--- config.mk ---
export PLATFORM = sky130hd
export DESIGN_NAME = joystick_axis_calibrate
export DESIGN_NICKNAME = d
export VERILOG_FILES = /design/src/jac_pkg.sv /design/src/jac_front.sv /design/src/jac_div.sv /design/src/jac_out.sv /design/src/joystick_axis_calibrate.sv
export SDC_FILE = /design/constraint.sdc
export NUM_CORES = 1
export LEC_CHECK = 0
export BUFFER_PORTS_ARGS = -buffer_cell sky130_fd_sc_hd__clkbuf_2
export CAP_MARGIN = 20
export CORE_MARGIN = 2
export CORE_UTILIZATION = 30
export CTS_CLUSTER_SIZE = 40
export DETAILED_ROUTE_END_ITERATION = 8
export SYNTH_ARGS = -nofsm -noshare
export SYNTH_HDL_FRONTEND = slang
export SYNTH_SLANG_ARGS = --single-unit
--- constraint.sdc ---
create_clock -name clock -period 4.65 [get_ports clock]
set_input_delay 0.2325 -clock clock [delete_from_list [all_inputs] [get_ports clock]]
set_output_delay 0.2325 -clock clock [all_outputs]
set_load 0.005 [all_outputs]
--- src/jac_pkg.sv ---
// ----------------------------------------------------------------------------
// jac_pkg
// shared constants, register index codes and pipeline flag types for the
// joystick axis calibration block
// ----------------------------------------------------------------------------
`default_nettype none

package jac_pkg;

   localparam int SAMPLE_BITS_DEFAULT = 12;
   localparam int DEADZONE_RESET      = 80;
   localparam int CSR_INDEX_BITS      = 3;

   localparam logic [CSR_INDEX_BITS-1:0] CSR_CALIBRATED  = 3'd0;
   localparam logic [CSR_INDEX_BITS-1:0] CSR_AXIS_MIN    = 3'd1;
   localparam logic [CSR_INDEX_BITS-1:0] CSR_AXIS_CENTER = 3'd2;
   localparam logic [CSR_INDEX_BITS-1:0] CSR_AXIS_MAX    = 3'd3;
   localparam logic [CSR_INDEX_BITS-1:0] CSR_DEADZONE    = 3'd4;

   typedef struct packed {
      logic use_div;
      logic low_side;
      logic bad;
   } jac_flags_type;

endpackage

`default_nettype wire

--- src/jac_front.sv ---
// ----------------------------------------------------------------------------
// jac_front
// two pipeline stages: sample differences and range checks, then path
// selection, deadzone test and divider operands
// ----------------------------------------------------------------------------
`default_nettype none

module jac_front #(
   parameter int SAMPLE_BITS = jac_pkg::SAMPLE_BITS_DEFAULT
) (
   input  wire logic                   clock,
   input  wire logic                   reset,
   input  wire logic                   in_valid,
   output      logic                   in_ready,
   input  wire logic [SAMPLE_BITS-1:0] in_sample,
   input  wire logic                   cfg_calibrated,
   input  wire logic [SAMPLE_BITS-1:0] cfg_min,
   input  wire logic [SAMPLE_BITS-1:0] cfg_center,
   input  wire logic [SAMPLE_BITS-1:0] cfg_max,
   input  wire logic [SAMPLE_BITS-1:0] cfg_deadzone,
   output      logic                   out_valid,
   input  wire logic                   out_ready,
   output      jac_pkg::jac_flags_type out_flags,
   output      logic [SAMPLE_BITS-1:0] out_fixed,
   output      logic [SAMPLE_BITS-1:0] out_pos,
   output      logic [SAMPLE_BITS-1:0] out_span
);

   localparam int N = SAMPLE_BITS;
   localparam logic [N-1:0] MID = N'(1) << (N - 1);

   // stage 1
   logic             s1_valid_ff, s1_valid_in;
   logic             s1_ready;
   logic [N-1:0]     s1_sample_ff;
   logic [N:0]       s1_dc_ff, s1_dc_in;
   logic [N:0]       s1_dm_ff, s1_dm_in;
   logic             s1_fall_ff, s1_fall_in;
   logic             s1_bad_ff, s1_bad_in;
   logic             s1_le_lo_ff, s1_le_lo_in;
   logic             s1_ge_hi_ff, s1_ge_hi_in;
   logic             s1_low_ff, s1_low_in;
   logic             s1_lo_ok_ff, s1_lo_ok_in;
   logic             s1_hi_ok_ff, s1_hi_ok_in;
   logic [N-1:0]     s1_span_lo_ff, s1_span_hi_ff;
   logic [N+1:0]     span_lo_full, span_hi_full;
   logic             ordered;

   // stage 2
   logic             s2_valid_ff;
   logic             s2_ready;
   jac_pkg::jac_flags_type s2_flags_ff, s2_flags_in;
   logic [N-1:0]     s2_fixed_ff, s2_fixed_in;
   logic [N-1:0]     s2_pos_ff, s2_pos_in;
   logic [N-1:0]     s2_span_ff, s2_span_in;
   logic [N-1:0]     abs_dc, abs_dm;
   logic             band_c, band_m;

   assign s2_ready = !s2_valid_ff || out_ready;
   assign s1_ready = !s1_valid_ff || s2_ready;
   assign in_ready = s1_ready;
   assign s1_valid_in = in_valid;

   always_comb begin
      ordered      = (cfg_min < cfg_center) && (cfg_center < cfg_max);
      s1_fall_in   = !cfg_calibrated || !ordered;
      s1_bad_in    = cfg_calibrated && !ordered;
      s1_dc_in     = {1'b0, in_sample} - {1'b0, cfg_center};
      s1_dm_in     = {1'b0, in_sample} - {1'b0, MID};
      s1_le_lo_in  = in_sample <= cfg_min;
      s1_ge_hi_in  = in_sample >= cfg_max;
      s1_low_in    = in_sample < cfg_center;
      span_lo_full = {2'b00, cfg_center} - {2'b00, cfg_min} - {2'b00, cfg_deadzone};
      span_hi_full = {2'b00, cfg_max} - {2'b00, cfg_center} - {2'b00, cfg_deadzone};
      s1_lo_ok_in  = !span_lo_full[N+1] && (span_lo_full != '0);
      s1_hi_ok_in  = !span_hi_full[N+1] && (span_hi_full != '0);
   end

   always_ff @(posedge clock) begin
      if (reset) begin
         s1_valid_ff <= 1'b0;
      end else if (s1_ready) begin
         s1_valid_ff <= s1_valid_in;
      end
   end

   always_ff @(posedge clock) begin
      if (s1_ready) begin
         s1_sample_ff  <= in_sample;
         s1_dc_ff      <= s1_dc_in;
         s1_dm_ff      <= s1_dm_in;
         s1_fall_ff    <= s1_fall_in;
         s1_bad_ff     <= s1_bad_in;
         s1_le_lo_ff   <= s1_le_lo_in;
         s1_ge_hi_ff   <= s1_ge_hi_in;
         s1_low_ff     <= s1_low_in;
         s1_lo_ok_ff   <= s1_lo_ok_in;
         s1_hi_ok_ff   <= s1_hi_ok_in;
         s1_span_lo_ff <= span_lo_full[N-1:0];
         s1_span_hi_ff <= span_hi_full[N-1:0];
      end
   end

   always_comb begin
      abs_dc = s1_dc_ff[N] ? N'(-s1_dc_ff) : s1_dc_ff[N-1:0];
      abs_dm = s1_dm_ff[N] ? N'(-s1_dm_ff) : s1_dm_ff[N-1:0];
      band_c = abs_dc < cfg_deadzone;
      band_m = abs_dm < cfg_deadzone;

      s2_flags_in.use_div  = 1'b0;
      s2_flags_in.low_side = s1_low_ff;
      s2_flags_in.bad      = s1_bad_ff;
      s2_fixed_in          = MID;
      s2_pos_in            = abs_dc - cfg_deadzone;
      s2_span_in           = s1_low_ff ? s1_span_lo_ff : s1_span_hi_ff;

      if (s1_fall_ff) begin
         s2_fixed_in = band_m ? MID : s1_sample_ff;
      end else if (band_c) begin
         s2_fixed_in = MID;
      end else if (s1_low_ff) begin
         if (s1_le_lo_ff) begin
            s2_fixed_in = '0;
         end else begin
            s2_flags_in.use_div = s1_lo_ok_ff;
         end
      end else begin
         if (s1_ge_hi_ff) begin
            s2_fixed_in = '1;
         end else begin
            s2_flags_in.use_div = s1_hi_ok_ff;
         end
      end
   end

   always_ff @(posedge clock) begin
      if (reset) begin
         s2_valid_ff <= 1'b0;
      end else if (s2_ready) begin
         s2_valid_ff <= s1_valid_ff;
      end
   end

   always_ff @(posedge clock) begin
      if (s2_ready) begin
         s2_flags_ff <= s2_flags_in;
         s2_fixed_ff <= s2_fixed_in;
         s2_pos_ff   <= s2_pos_in;
         s2_span_ff  <= s2_span_in;
      end
   end

   assign out_valid = s2_valid_ff;
   assign out_flags = s2_flags_ff;
   assign out_fixed = s2_fixed_ff;
   assign out_pos   = s2_pos_ff;
   assign out_span  = s2_span_ff;

endmodule

`default_nettype wire

--- src/jac_div.sv ---
// ----------------------------------------------------------------------------
// jac_div
// pipelined restoring divider: one stage forms pos * (mid - 1), then one
// quotient bit per stage
// ----------------------------------------------------------------------------
`default_nettype none

module jac_div #(
   parameter int SAMPLE_BITS = jac_pkg::SAMPLE_BITS_DEFAULT
) (
   input  wire logic                   clock,
   input  wire logic                   reset,
   input  wire logic                   in_valid,
   output      logic                   in_ready,
   input  wire jac_pkg::jac_flags_type in_flags,
   input  wire logic [SAMPLE_BITS-1:0] in_fixed,
   input  wire logic [SAMPLE_BITS-1:0] in_pos,
   input  wire logic [SAMPLE_BITS-1:0] in_span,
   output      logic                   out_valid,
   input  wire logic                   out_ready,
   output      jac_pkg::jac_flags_type out_flags,
   output      logic [SAMPLE_BITS-1:0] out_fixed,
   output      logic [SAMPLE_BITS-2:0] out_quot
);

   localparam int N     = SAMPLE_BITS;
   localparam int RW    = 2 * N - 1;
   localparam int DEPTH = N;

   logic                   valid_ff [DEPTH];
   logic                   rdy      [DEPTH];
   jac_pkg::jac_flags_type flags_ff [DEPTH];
   logic [N-1:0]           fixed_ff [DEPTH];
   logic [N-1:0]           span_ff  [DEPTH];
   logic [RW-1:0]          rem_ff   [DEPTH];
   logic [N-2:0]           quot_ff  [DEPTH];

   assign in_ready = rdy[0];

   for (genvar i = 0; i < DEPTH; i++) begin : g_stage
      if (i == DEPTH - 1) begin : g_last
         assign rdy[i] = !valid_ff[i] || out_ready;
      end else begin : g_mid
         assign rdy[i] = !valid_ff[i] || rdy[i+1];
      end

      if (i == 0) begin : g_num
         logic [RW-1:0] num;
         assign num = (RW'(in_pos) << (N - 1)) - RW'(in_pos);

         always_ff @(posedge clock) begin
            if (reset) begin
               valid_ff[i] <= 1'b0;
            end else if (rdy[i]) begin
               valid_ff[i] <= in_valid;
            end
         end

         always_ff @(posedge clock) begin
            if (rdy[i]) begin
               flags_ff[i] <= in_flags;
               fixed_ff[i] <= in_fixed;
               span_ff[i]  <= in_span;
               rem_ff[i]   <= num;
               quot_ff[i]  <= '0;
            end
         end
      end else begin : g_bit
         localparam int K = N - 1 - i;
         logic [RW-1:0] trial;
         logic          fits;
         logic [RW-1:0] rem_in;
         logic [N-2:0]  quot_in;

         always_comb begin
            trial      = RW'(span_ff[i-1]) << K;
            fits       = rem_ff[i-1] >= trial;
            rem_in     = fits ? rem_ff[i-1] - trial : rem_ff[i-1];
            quot_in    = quot_ff[i-1];
            quot_in[K] = fits;
         end

         always_ff @(posedge clock) begin
            if (reset) begin
               valid_ff[i] <= 1'b0;
            end else if (rdy[i]) begin
               valid_ff[i] <= valid_ff[i-1];
            end
         end

         always_ff @(posedge clock) begin
            if (rdy[i]) begin
               flags_ff[i] <= flags_ff[i-1];
               fixed_ff[i] <= fixed_ff[i-1];
               span_ff[i]  <= span_ff[i-1];
               rem_ff[i]   <= rem_in;
               quot_ff[i]  <= quot_in;
            end
         end
      end
   end

   assign out_valid = valid_ff[DEPTH-1];
   assign out_flags = flags_ff[DEPTH-1];
   assign out_fixed = fixed_ff[DEPTH-1];
   assign out_quot  = quot_ff[DEPTH-1];

endmodule

`default_nettype wire

--- src/jac_out.sv ---
// ----------------------------------------------------------------------------
// jac_out
// output register: maps the quotient onto the low or high half of the
// output range, or passes the fixed value
// ----------------------------------------------------------------------------
`default_nettype none

module jac_out #(
   parameter int SAMPLE_BITS = jac_pkg::SAMPLE_BITS_DEFAULT
) (
   input  wire logic                   clock,
   input  wire logic                   reset,
   input  wire logic                   in_valid,
   output      logic                   in_ready,
   input  wire jac_pkg::jac_flags_type in_flags,
   input  wire logic [SAMPLE_BITS-1:0] in_fixed,
   input  wire logic [SAMPLE_BITS-2:0] in_quot,
   output      logic                   out_valid,
   input  wire logic                   out_ready,
   output      logic [SAMPLE_BITS-1:0] out_value,
   output      logic                   out_invalid
);

   localparam int N = SAMPLE_BITS;
   localparam logic [N-1:0] MID      = N'(1) << (N - 1);
   localparam logic [N-1:0] HALFSPAN = MID - N'(1);

   logic         valid_ff;
   logic [N-1:0] value_ff, value_in;
   logic         invalid_ff;

   assign in_ready = !valid_ff || out_ready;

   always_comb begin
      if (!in_flags.use_div) begin
         value_in = in_fixed;
      end else if (in_flags.low_side) begin
         value_in = HALFSPAN - {1'b0, in_quot};
      end else begin
         value_in = MID + N'(1) + {1'b0, in_quot};
      end
   end

   always_ff @(posedge clock) begin
      if (reset) begin
         valid_ff <= 1'b0;
      end else if (in_ready) begin
         valid_ff <= in_valid;
      end
   end

   always_ff @(posedge clock) begin
      if (in_ready) begin
         value_ff   <= value_in;
         invalid_ff <= in_flags.bad;
      end
   end

   assign out_valid   = valid_ff;
   assign out_value   = value_ff;
   assign out_invalid = invalid_ff;

endmodule

`default_nettype wire

--- src/joystick_axis_calibrate.sv ---
// ----------------------------------------------------------------------------
// joystick_axis_calibrate
// throughput: one item per cycle unless the output stalls; the restoring
// divider gives one quotient bit per pipeline stage, so the stage count
// follows the sample width
// reset: clears all stage valid bits and loads the calibration registers
// with their defaults; csr writes are taken in every cycle
// ----------------------------------------------------------------------------
`default_nettype none

module joystick_axis_calibrate #(
   parameter int SAMPLE_BITS = jac_pkg::SAMPLE_BITS_DEFAULT
) (
   input  wire logic                               clock,
   input  wire logic                               reset,
   input  wire logic                               req_valid,
   output      logic                               req_ready,
   input  wire logic [SAMPLE_BITS-1:0]             req_raw_sample,
   output      logic                               rsp_valid,
   input  wire logic                               rsp_ready,
   output      logic [SAMPLE_BITS-1:0]             rsp_axis_value,
   output      logic                               rsp_config_invalid,
   input  wire logic                               csr_valid,
   output      logic                               csr_ready,
   input  wire logic [jac_pkg::CSR_INDEX_BITS-1:0] csr_index,
   input  wire logic [SAMPLE_BITS-1:0]             csr_wdata
);

   localparam int N = SAMPLE_BITS;
   localparam logic [N-1:0] MID = N'(1) << (N - 1);

   logic         calibrated_ff;
   logic [N-1:0] axis_min_ff, axis_center_ff, axis_max_ff, deadzone_ff;

   logic                   f_valid, f_ready;
   jac_pkg::jac_flags_type f_flags;
   logic [N-1:0]           f_fixed, f_pos, f_span;

   logic                   d_valid, d_ready;
   jac_pkg::jac_flags_type d_flags;
   logic [N-1:0]           d_fixed;
   logic [N-2:0]           d_quot;

   assign csr_ready = 1'b1;

   always_ff @(posedge clock) begin
      if (reset) begin
         calibrated_ff  <= 1'b0;
         axis_min_ff    <= '0;
         axis_center_ff <= MID;
         axis_max_ff    <= '1;
         deadzone_ff    <= N'(jac_pkg::DEADZONE_RESET);
      end else if (csr_valid && csr_ready) begin
         case (csr_index)
            jac_pkg::CSR_CALIBRATED:  calibrated_ff  <= csr_wdata[0];
            jac_pkg::CSR_AXIS_MIN:    axis_min_ff    <= csr_wdata;
            jac_pkg::CSR_AXIS_CENTER: axis_center_ff <= csr_wdata;
            jac_pkg::CSR_AXIS_MAX:    axis_max_ff    <= csr_wdata;
            jac_pkg::CSR_DEADZONE:    deadzone_ff    <= csr_wdata;
            default: begin
            end
         endcase
      end
   end

   jac_front #(.SAMPLE_BITS(SAMPLE_BITS)) u_front (
      .clock          (clock),
      .reset          (reset),
      .in_valid       (req_valid),
      .in_ready       (req_ready),
      .in_sample      (req_raw_sample),
      .cfg_calibrated (calibrated_ff),
      .cfg_min        (axis_min_ff),
      .cfg_center     (axis_center_ff),
      .cfg_max        (axis_max_ff),
      .cfg_deadzone   (deadzone_ff),
      .out_valid      (f_valid),
      .out_ready      (f_ready),
      .out_flags      (f_flags),
      .out_fixed      (f_fixed),
      .out_pos        (f_pos),
      .out_span       (f_span)
   );

   jac_div #(.SAMPLE_BITS(SAMPLE_BITS)) u_div (
      .clock     (clock),
      .reset     (reset),
      .in_valid  (f_valid),
      .in_ready  (f_ready),
      .in_flags  (f_flags),
      .in_fixed  (f_fixed),
      .in_pos    (f_pos),
      .in_span   (f_span),
      .out_valid (d_valid),
      .out_ready (d_ready),
      .out_flags (d_flags),
      .out_fixed (d_fixed),
      .out_quot  (d_quot)
   );

   jac_out #(.SAMPLE_BITS(SAMPLE_BITS)) u_out (
      .clock       (clock),
      .reset       (reset),
      .in_valid    (d_valid),
      .in_ready    (d_ready),
      .in_flags    (d_flags),
      .in_fixed    (d_fixed),
      .in_quot     (d_quot),
      .out_valid   (rsp_valid),
      .out_ready   (rsp_ready),
      .out_value   (rsp_axis_value),
      .out_invalid (rsp_config_invalid)
   );

endmodule

`default_nettype wire

==> flow_metrics.py, run 1 <==
metrics = {
    "status": {
        "outcome": "complete, no violations",
    },
    "synthesis": {
        "yosys.area_share.simple_pct": 10.65,
        "synth-main-ff-cell": "edfxtp_1",
        "synth_edf_count": 752,
        "avgSynthCellArea_sq_um": 12.44,
        "ys_ff_latch": 804,
        "synth_top_family_by_area": "simple AND/OR/NAND/NOR gates",
        "synth_cell_type_count": 90,
        "synth.cell_area_sq_um": 39310,
        "synth_xor_area_share_pct": 4.545,
        "synth.area.mux_share_pct": 2.129,
        "yosysTopAreaCell": "edfxtp_1",
        "ys_seq_area_share_pct": 60.09,
        "synth_top_cell_area_share_pct": 57.44,
        "synth_compound_area_share_pct": 10.63,
        "synthTopCellsByArea": "edfxtp_1 (57%), ha_1 (7.8%), xnor2_1 (2.7%)",
        "synth-adder-area-share_pct": 8.581,
        "synthesis.instances": 3160,
        "yosys_warnings": 0,
        "async_flop_share_pct": 0,
        "synth_fp_nets": 3452,
    },
    "placement": {
        "io_buffer_count": 46,
        "dpl.hpwl_um": 58500,
        "gp_congestion": 0.8903,
        "placed_cells": 4918,
    },
    "die": {
        "dieArea_sq_um": 134000,
        "ios": 48,
        "die_w_um": 366.0,
        "die_y_um": 366.0,
        "coreArea_sq_um": 129800,
        "initial_utilization_pct": 30.28,
        "rows": 132,
    },
    "timing": {
        "maxSlewViolCount": 0,
        "finClkSkew_ns": 0.03267,
        "finalHoldViolations": 0,
        "fin_crit_sh_pct": 93.62,
        "finalSetupViolCount": 0,
        "tns_ns": 0,
        "min_period_ns": 4.353,
        "rsz0062_at_grt": "no",
        "fmax_mhz": 229.7,
        "max_slew.worst_pin.slew_ns": 1.059,
        "relSlewSlack_pct": 29.15,
    },
    "clock_tree": {
        "cts_root_buf": "clkbuf_16",
        "cts_made_buffers": 80,
        "clkSlewWorstSetupHoldPaths_ns": 0.07,
        "clock_latency_ns": 0.67,
        "cts_sinks": 804,
        "h-tree-depth": 3,
        "cts_tree": "done",
        "cts_buffer_depth": 3,
    },
    "finish": {
        "fillCellCount": 12700,
        "area_growth_pct": 14.02,
        "n_antenna_cell": 0,
        "layout-drive-gt1-share_pct": 9.744,
        "fin_cells": 5098,
        "nets": 3584,
    },
    "routing": {
        "route.detailed.drc": 0,
        "wl_per_cell_um": 15.37,
        "wl_um": 78380,
        "firstDrtPassIters": 5,
        "num_vias": 23870,
        "drt_iter0_drc": 1532,
        "antenna_left": 0,
        "vias_per_cell": 4.683,
    },
    "worst_hold_path": {
        "hp-class": "in -> reg",
        "worstHoldStart": "csr_valid",
    },
    "global_routing": {
        "grt_max_degree": 77,
        "grt_antenna_before_repair": 0,
        "grt_pass1_vias": 23600,
        "grt_overflow_total": 0,
        "grt_use_total_pct": 11.47,
        "grt_pass1_wl_um": 124200,
    },
    "pwr": {
        "peakVddDrop_uv": 330.3,
        "p_leak_nw": 17.31,
        "powerDensity_nw_per_um2": 669.5,
    },
    "setup_path": {
        "worstPathMaxFanout": 5,
        "start_kind": "register",
        "crit_path_end_kind": "register",
        "r2r-start": "axis_center_ff[0]",
        "critical_path_class": "reg -> reg",
        "r2r_setup_slack_ns": 0.30,
        "critPathLaunch": "axis_center_ff[0]",
        "required_ns": 5.05,
        "critical_path_arrival_ns": 4.75,
    },
    "job": {
        "maxCapViolCount": 0,
    },
}
## cell usage after synthesis, types with 16 or more instances
library cell / count
nand4_1: 27
nor2b_1: 45
dfxtp_1: 52
xor2_1: 81
inv_1: 282
a21o_1: 59
nor4_1: 31
fa_1: 16
mux2_2: 60
ha_1: 244
o31ai_1: 42
nor2_1: 181
nand3_1: 38
a211oi_1: 20
a21oi_1: 185
a31oi_1: 27
clkbuf_1: 49
o21ai_0: 136
or2_2: 22
and3_1: 21
nand2b_1: 46
o21a_1: 51
nor3_1: 59
nand3b_1: 25
or3_1: 22
edfxtp_1: 752
xnor2_1: 123
nand2_1: 229
## routing by layer
metal	GRT usage (%)	share of wire, %	vias to the layer above	wire length, um
li1	-	-	11930	-
met1	13.43	42	11290	33050
met2	20.26	49	472	38730
met3	1.925	3.7	182	2870
met4	5.635	4.8	0	3730
met5	0	0	-	0
## report_power, final
group / internal (W) / switching [W]
logic: 0.00500 / 0.00583
registers: 0.0111 / 0.00136
clock network: 0.00393 / 0.00277
## path summary, 6_finish.rpt
check,endpoint,cells past startpoint
max,u_front.s1_hi_ok_ff,17
min,calibrated_ff,4
max reg2reg,u_front.s1_hi_ok_ff,17
min reg2reg,u_div.fixed_ff[1][17],0
## sequential cells by signal (all words and copies together) (netlist names), 13 cells and up
signal            flops
u_div.quot_ff        66
u_div.flags_ff       36
u_div.rem_ff        253
u_div.fixed_ff      144
u_front.s1_dc_ff     13
u_div.span_ff       132
## timing repair
action / 4_1_cts / 5_1_grt
gates resized for setup: 0 / 9
setup endpoints to repair: 0 / 2
setup buffers: 0 / 1
hold buffers: 29 / 0
hold endpoints to repair: 64 / 0
## worst max-delay path, stage by stage (launching register included)
cell and delay, ns:
dfxtp_1 0.39, ha_1 0.21, inv_1 0.06, fa_1 0.40, a21o_1 0.17, a21oi_1 0.18, o21bai_1 0.08, a21oi_1 0.22
o21ai_1 0.16, nand4b_1 0.12, o311ai_1 0.11, ha_1 0.39, o21ai_0 0.11, nand2b_1 0.08, a21oi_1 0.06, or4b_2 0.60
or4_1 0.49, o31a_1 0.26
## cell usage in the layout (no fill, tap or decap), types with 15 or more instances in the layout
cell type and instances:
a211oi_1 19, a21o_1 59, a21oi_1 184, a31oi_1 27, and3_1 21, buf_4 30
clkbuf_16 81, clkbuf_2 46, clkinv_1 19, dfxtp_1 51, dlygate4sd3_1 29, edfxtp_1 752
fa_1 16, ha_1 243, inv_1 275, mux2_2 60, mux2i_1 15, nand2_1 225
nand2b_1 46, nand3_1 37, nand3b_1 25, nand4_1 27, nor2_1 181, nor2b_1 45
nor3_1 58, nor4_1 31, o21a_1 51, o21ai_0 132, o31ai_1 42, or2_2 22
or3_1 22, or4_1 15, xnor2_1 123, xor2_1 81
## cell type report
type	instances	area [sq um]	share of cell area [%]
clock buffer	87	2049	4.572
clock inverter	59	686.9	1.532
timing repair buffer	108	800.8	1.786
inverter	286	1074	2.395
tap	1742	2180	4.863
sequential	804	23620	52.70
multi-input combinational	2012	14410	32.15
## kinds of logic after synthesis
group,after synthesis
AO/OA/AOI/OAI,648
XOR/XNOR,204
adder cells (fa/ha/maj),260
buffers and inverters,344
flip-flops,804
multiplexers,76
other,1
AND/OR/NAND/NOR,823
## metrics by stage
| stage | total power, W | instance area [sq um] | util, % | setup slack [ns] | hold slack, ns |
|---|---|---|---|---|---|
| floorplan | 0.02059 | 39310 | - | 0.1570 | 0.3314 |
| global placement | 0.02317 | 41710 | 32.13 | 0.1911 | 0.4006 |
| detailed placement | 0.02336 | 41710 | 32.13 | 0.1915 | 0.4045 |
| CTS | 0.03022 | 44740 | 34.46 | 0.1421 | 0.01823 |
| global route | 0.03210 | 44820 | 34.53 | 0.03194 | 0.09751 |
| finish | 0.03001 | 44820 | 34.53 | 0.2967 | 0.07434 |
Power figures use the tool's default switching activity.
==> inputs of run 2 (changes only) <==
CORE_ASPECT_RATIO = 0.75   (was unset)
HOLD_SLACK_MARGIN = 0.02   (was unset)
==> run 2 against run 1 <==
  * Sequential share of layout area grew 0.24 points
  * Maximum frequency shrank 1.1%
  * Clock-buffer cell count shrank 2
  * Total power shrank 0.85%
  * Non-clock buffer count grew 4
  * Final cell count shrank 0.14%
  * Critical path type unchanged
==> flow_metrics.py, run 2 (synthesis gave the netlist of run 1 again) <==
metrics = {
    "setup_path": {
        "critical_path_arrival_ns": 4.78,
        "required_ns": 5.03,
        "path_common_cell": "a21oi_1",
        "crit_path_cell_trace": "inv_1 -> ha_1 -> nor2b_1 -> o21a_1 -> o21ai_0 -> a21oi_1 -> a21o_1 -> a21oi_1 -> xnor2_1 -> ha_1 -> o21a_1 -> o21ai_0 -> nand2b_1 -> a21oi_1 -> or4b_2 -> or4_1 -> o31a_1",
        "crit_end": "u_front.s1_hi_ok_ff",
        "start_kind": "register",
        "critical_path_class": "reg -> reg",
        "r2r-start": "axis_center_ff[1]",
        "worstPathMaxFanout": 5,
        "crit-reg2reg-capture": "u_front.s1_hi_ok_ff",
        "critPathLaunch": "axis_center_ff[1]",
        "crit_path_max_incr_delay_ns": 0.60,
        "r2r_setup_slack_ns": 0.25,
        "worst-r2r-cell-count": 17,
        "slowest_stage": "or4b_2",
        "crit_path_end_kind": "register",
    },
    "global_routing": {
        "grt_pass1_vias": 22860,
        "grt_use_total_pct": 11.77,
        "grt_antenna_before_repair": 2,
        "grt_max_degree": 77,
        "grt_pass1_wl_um": 127100,
        "grt_overflow_total": 0,
    },
    "finish": {
        "post-route-cell-area_sq_um": 44620,
        "n_antenna_cell": 0,
        "fin_cells": 5091,
        "regArea_sq_um": 23630,
        "largest_register": "u_div.rem_ff",
        "multiInputGateArea_sq_um": 14400,
        "layout-drive-gt1-share_pct": 9.490,
        "fillCellCount": 12750,
        "mostFrequentLayoutCell": "edfxtp_1",
        "area_growth_pct": 13.50,
        "layout_common_cells": "edfxtp_1 (752), inv_1 (275), ha_1 (244)",
        "nets": 3583,
        "largest_reg_flops": 253,
        "reg.largest.list": "u_div.rem_ff: 253 flops, u_div.fixed_ff: 144 flops, u_div.span_ff: 132 flops",
    },
    "die": {
        "die_w_um": 422,
        "ios": 48,
        "initial_utilization_pct": 30.35,
        "coreArea_sq_um": 129500,
        "die_y_um": 317.5,
        "dieArea_sq_um": 134000,
        "rows": 114,
    },
    "clock_tree": {
        "clock_latency_ns": 0.65,
        "cts_root_buf": "clkbuf_16",
        "clkSlewWorstSetupHoldPaths_ns": 0.06,
        "cts_buffer_depth": 3,
        "h-tree-depth": 3,
        "cts_made_buffers": 75,
        "cts_tree": "done",
        "cts_sinks": 804,
    },
    "placement": {
        "dpl.hpwl_um": 59440,
        "placed_cell_area_sq_um": 41710,
        "gp_congestion": 0.8735,
        "io_buffer_count": 46,
        "place_ws_ns": 0.1286,
        "placed_cells": 4916,
    },
    "timing": {
        "rsz0062_at_grt": "no",
        "min_period_ns": 4.400,
        "relSlewSlack_pct": 29.40,
        "max_slew.worst_pin.slew_ns": 1.055,
        "finClkSkew_ns": 0.03427,
        "maxSlewViolCount": 0,
        "finalHoldViolations": 0,
        "tns_ns": 0,
        "finalSetupViolCount": 0,
        "fmax_mhz": 227.3,
        "fin_crit_sh_pct": 94.63,
        "timing.final.ws_setup_ns": 0.2497,
    },
    "routing": {
        "drt_iter0_drc": 1754,
        "wl_um": 80030,
        "route.detailed.drc": 0,
        "num_vias": 23930,
        "antenna_left": 0,
        "wl_per_cell_um": 15.72,
        "vias_per_cell": 4.701,
        "firstDrtPassIters": 7,
    },
    "pwr": {
        "p_leak_nw": 17.27,
        "power.total_w": 0.02975,
        "peakVddDrop_uv": 327.8,
        "powerDensity_nw_per_um2": 666.8,
    },
    "job": {
        "maxCapViolCount": 0,
    },
    "worst_hold_path": {
        "hold_path_depth": 3,
        "hp-class": "in -> reg",
    },
    "status": {
        "outcome": "complete, no violations",
    },
}
-- run 2: how the worst min path moves through the flow --
stage	from	end	slack, ns
after global placement	u_div.fixed_ff[0][4]	u_div.fixed_ff[0][16]	0.40
after global routing	reset	u_front.out_valid	0.23
after CTS	reset	u_out.out_valid	0.15
final	reset	u_out.out_valid	0.19
after detailed placement	u_front.out_fixed[0]	u_div.fixed_ff[0][0]	0.40
after floorplan	req_raw_sample[0]	u_front.s1_dm_ff[0]	0.33
-- run 2: cell type report --
type / count / share of cell area (%)
Clock buffer: 85 / 4.338
Clock inverter: 52 / 1.200
Inverter: 286 / 2.406
Multi-Input combinational cell: 2012 / 32.28
Sequential cell: 804 / 52.95
Tap cell: 1740 / 4.879
Timing Repair Buffer: 112 / 1.952
-- run 2: per-layer routing --
layer	routed length, um	vias to the layer above	global-route usage (%)
met5	0	-	0
met4	1722	0	3.262
met3	4093	104	2.151
met2	34910	466	17.96
met1	39300	11440	17.07
li1	-	11920	-
-- run 2: worst max-delay path: cells and delay by family, from the launching register on --
kind            cells  cell delay (ns)
buf+inv             1             0.12
compound gates      9             1.49
fa+ha+maj           2             0.71
simple gates        4             1.31
flops               1             0.39
xor+xnor            1             0.08
-- run 2: what timing repair did --
item	in CTS	in global routing
hold endpoints to repair	64	0
setup buffers	0	2
gates resized for setup	0	7
setup endpoints to repair	0	2
hold buffers	30	0
-- run 2: power by group --
part	internal (W)	leakage, nW	switching (W)
Sequential	0.0111	8.40	0.00152
Clock	0.00353	1.21	0.00272
Combinational	0.00500	7.66	0.00587
-- run 2: stage by stage --
stage	util (%)	hold WS, ns
detailed placement	32.20	0.4045
floorplan	-	0.3314
global placement	32.20	0.4004
global route	34.45	0.2287
finish	34.45	0.1858
CTS	34.34	0.1509
==> inputs of run 3 (changes only) <==
==> constraint.sdc (replaced) <==
create_clock -name clock -period 4.65 [get_ports clock]
set_input_delay 0.6975 -clock clock [delete_from_list [all_inputs] [get_ports clock]]
set_output_delay 0.6975 -clock clock [all_outputs]
set_load 0.005 [all_outputs]
==> run 3 against run 2 <==
  * Final area is 1.0% lower
  * Total power is 0.95% lower
  * First-iteration DRC count is 3.6% lower
  * Sequential power hardly changed
  * Via count is 0.52% lower
  * Worst setup slack worse by 0.026 ns
  * Maximum frequency is 0.59% lower
  * Sequential share of layout area is 0.53 points higher
  * Non-clock buffer count is 30 lower
  * Register-to-register slack worse by 0.03 ns
  * Hold slack better by 0.059 ns
  * Die area stayed put
==> flow_metrics.py, run 3 (synthesis gave the netlist of run 1 again) <==
metrics = {
    "timing": {
        "min_period_ns": 4.427,
        "relSlewSlack_pct": 37.47,
        "finClkSkew_ns": 0.01934,
        "rsz0062_at_grt": "no",
        "whs_ns": 0.2449,
        "fin_crit_sh_pct": 95.19,
        "finalHoldViolations": 0,
        "tns_ns": 0,
        "max_slew.worst_pin.slew_ns": 0.9379,
        "timing.final.ws_setup_ns": 0.2235,
        "maxSlewViolCount": 0,
        "fmax_mhz": 225.9,
        "finalSetupViolCount": 0,
    },
    "setup_path": {
        "worstPathMaxFanout": 4,
        "crit_path_cell_trace": "inv_1 -> ha_1 -> inv_1 -> fa_1 -> a21o_1 -> a21oi_2 -> o21bai_1 -> a2111oi_2 -> buf_4 -> o31ai_1 -> a21oi_1 -> xnor2_1 -> ha_1 -> o21ai_0 -> nand2b_1 -> a21oi_1 -> or4_1 -> or4b_1 -> o21ba_2",
        "start_kind": "register",
        "critical_path_class": "reg -> reg",
        "crit_path_end_kind": "register",
        "critical_path_arrival_ns": 4.83,
        "crit_path_max_incr_delay_ns": 0.49,
        "r2r_setup_slack_ns": 0.22,
        "required_ns": 5.06,
        "slowest_stage": "or4_1",
    },
    "global_routing": {
        "grt_overflow_total": 0,
        "grt_pass1_wl_um": 126100,
        "grt_antenna_before_repair": 0,
        "grt_pass1_vias": 22520,
        "grt_max_degree": 77,
        "grt_use_total_pct": 11.69,
    },
    "worst_hold_path": {
        "hp-class": "in -> reg",
    },
    "finish": {
        "largest_register": "u_div.rem_ff",
        "mostFrequentLayoutCell": "edfxtp_1",
        "fillCellCount": 12720,
        "area_growth_pct": 12.37,
        "fin_cells": 5060,
        "reg.largest.list": "u_div.rem_ff: 253 flops, u_div.fixed_ff: 144 flops, u_div.span_ff: 132 flops",
        "layout-drive-gt1-share_pct": 9.277,
        "largest_reg_flops": 253,
        "n_antenna_cell": 0,
        "post-route-cell-area_sq_um": 44170,
        "nets": 3553,
        "layout_common_cells": "edfxtp_1 (752), inv_1 (275), ha_1 (244)",
    },
    "clock_tree": {
        "cts_root_buf": "clkbuf_16",
        "h-tree-depth": 3,
        "cts_buffer_depth": 3,
        "cts_sinks": 804,
        "cts_made_buffers": 75,
        "clock_latency_ns": 0.65,
        "cts_hold_buffers": 0,
        "clkSlewWorstSetupHoldPaths_ns": 0.07,
        "cts_tree": "done",
    },
    "die": {
        "die_y_um": 317.5,
        "ios": 48,
        "initial_utilization_pct": 30.35,
        "dieArea_sq_um": 134000,
        "die_w_um": 422,
        "rows": 114,
        "coreArea_sq_um": 129500,
    },
    "placement": {
        "io_buffer_count": 46,
        "placed_cell_area_sq_um": 41730,
        "dpl.hpwl_um": 60030,
        "place_ws_ns": 0.1580,
        "gp_congestion": 0.8773,
        "placed_cells": 4919,
    },
    "routing": {
        "firstDrtPassIters": 5,
        "wl_per_cell_um": 15.83,
        "vias_per_cell": 4.705,
        "num_vias": 23810,
        "wl_um": 80100,
        "antenna_left": 0,
        "drt_iter0_drc": 1690,
        "route.detailed.drc": 0,
    },
    "pwr": {
        "p_leak_nw": 17.07,
        "powerDensity_nw_per_um2": 667.1,
        "peakVddDrop_uv": 333.7,
    },
    "job": {
        "maxCapViolCount": 0,
    },
    "status": {
        "outcome": "complete, no violations",
    },
}
## run 3: stage by stage
stage               utilization, %  total power [W]
floorplan                        -          0.02059
detailed placement           32.22          0.02348
CTS                          34.04          0.02962
global route                 34.11          0.03152
finish                       34.11          0.02947
global placement             32.22          0.02333
## run 3: routing by layer
metal,track usage (%),up-vias,part of all wire (%)
met5,0,-,0
met3,2.045,95,4.3
met4,2.667,0,1.7
met2,17.81,431,43
met1,17.24,11420,51
li1,-,11860,-
## run 3: final timing paths
check / startpoint / end / depth (start not counted)
setup / recovery: axis_center_ff[0] / u_front.s1_lo_ok_ff / 19
hold / removal: req_raw_sample[0] / u_front.s1_dm_ff[0] / 1
setup reg to reg: axis_center_ff[0] / u_front.s1_lo_ok_ff / 19
hold reg to reg: u_div.flags_ff[2][9] / u_out.out_invalid / 0
## run 3: report_power, final
group          total [W]  switching [W]  internal, W
Combinational     0.0108        0.00586      0.00498
Clock            0.00599        0.00266      0.00332
Sequential        0.0126        0.00153       0.0111
## run 3: cell type report
cell class / instances / area, sq um / share of cell area [%]
Clock buffer: 91 / 2011 / 4.552
Timing Repair Buffer: 82 / 530.5 / 1.201
Multi-Input combinational cell: 2012 / 14410 / 32.61
Inverter: 286 / 1074 / 2.430
Clock inverter: 45 / 351.6 / 0.7959
Sequential cell: 804 / 23620 / 53.48
Tap cell: 1740 / 2177 / 4.928
## run 3: repair_timing
item,in CTS,in global routing
resized for setup,0,8
buffers inserted,0,1
endpoints found under the hold margin,0,0
setup endpoints to repair,0,2
## run 3: worst max-delay path, delay by kind of cell (launching register included)
kind	cells	cell delay (ns)
fa+ha+maj	3	0.84
simple gates	3	1.07
compound gates	9	1.53
buf+inv	3	0.32
xor+xnor	1	0.09
flops	1	0.35
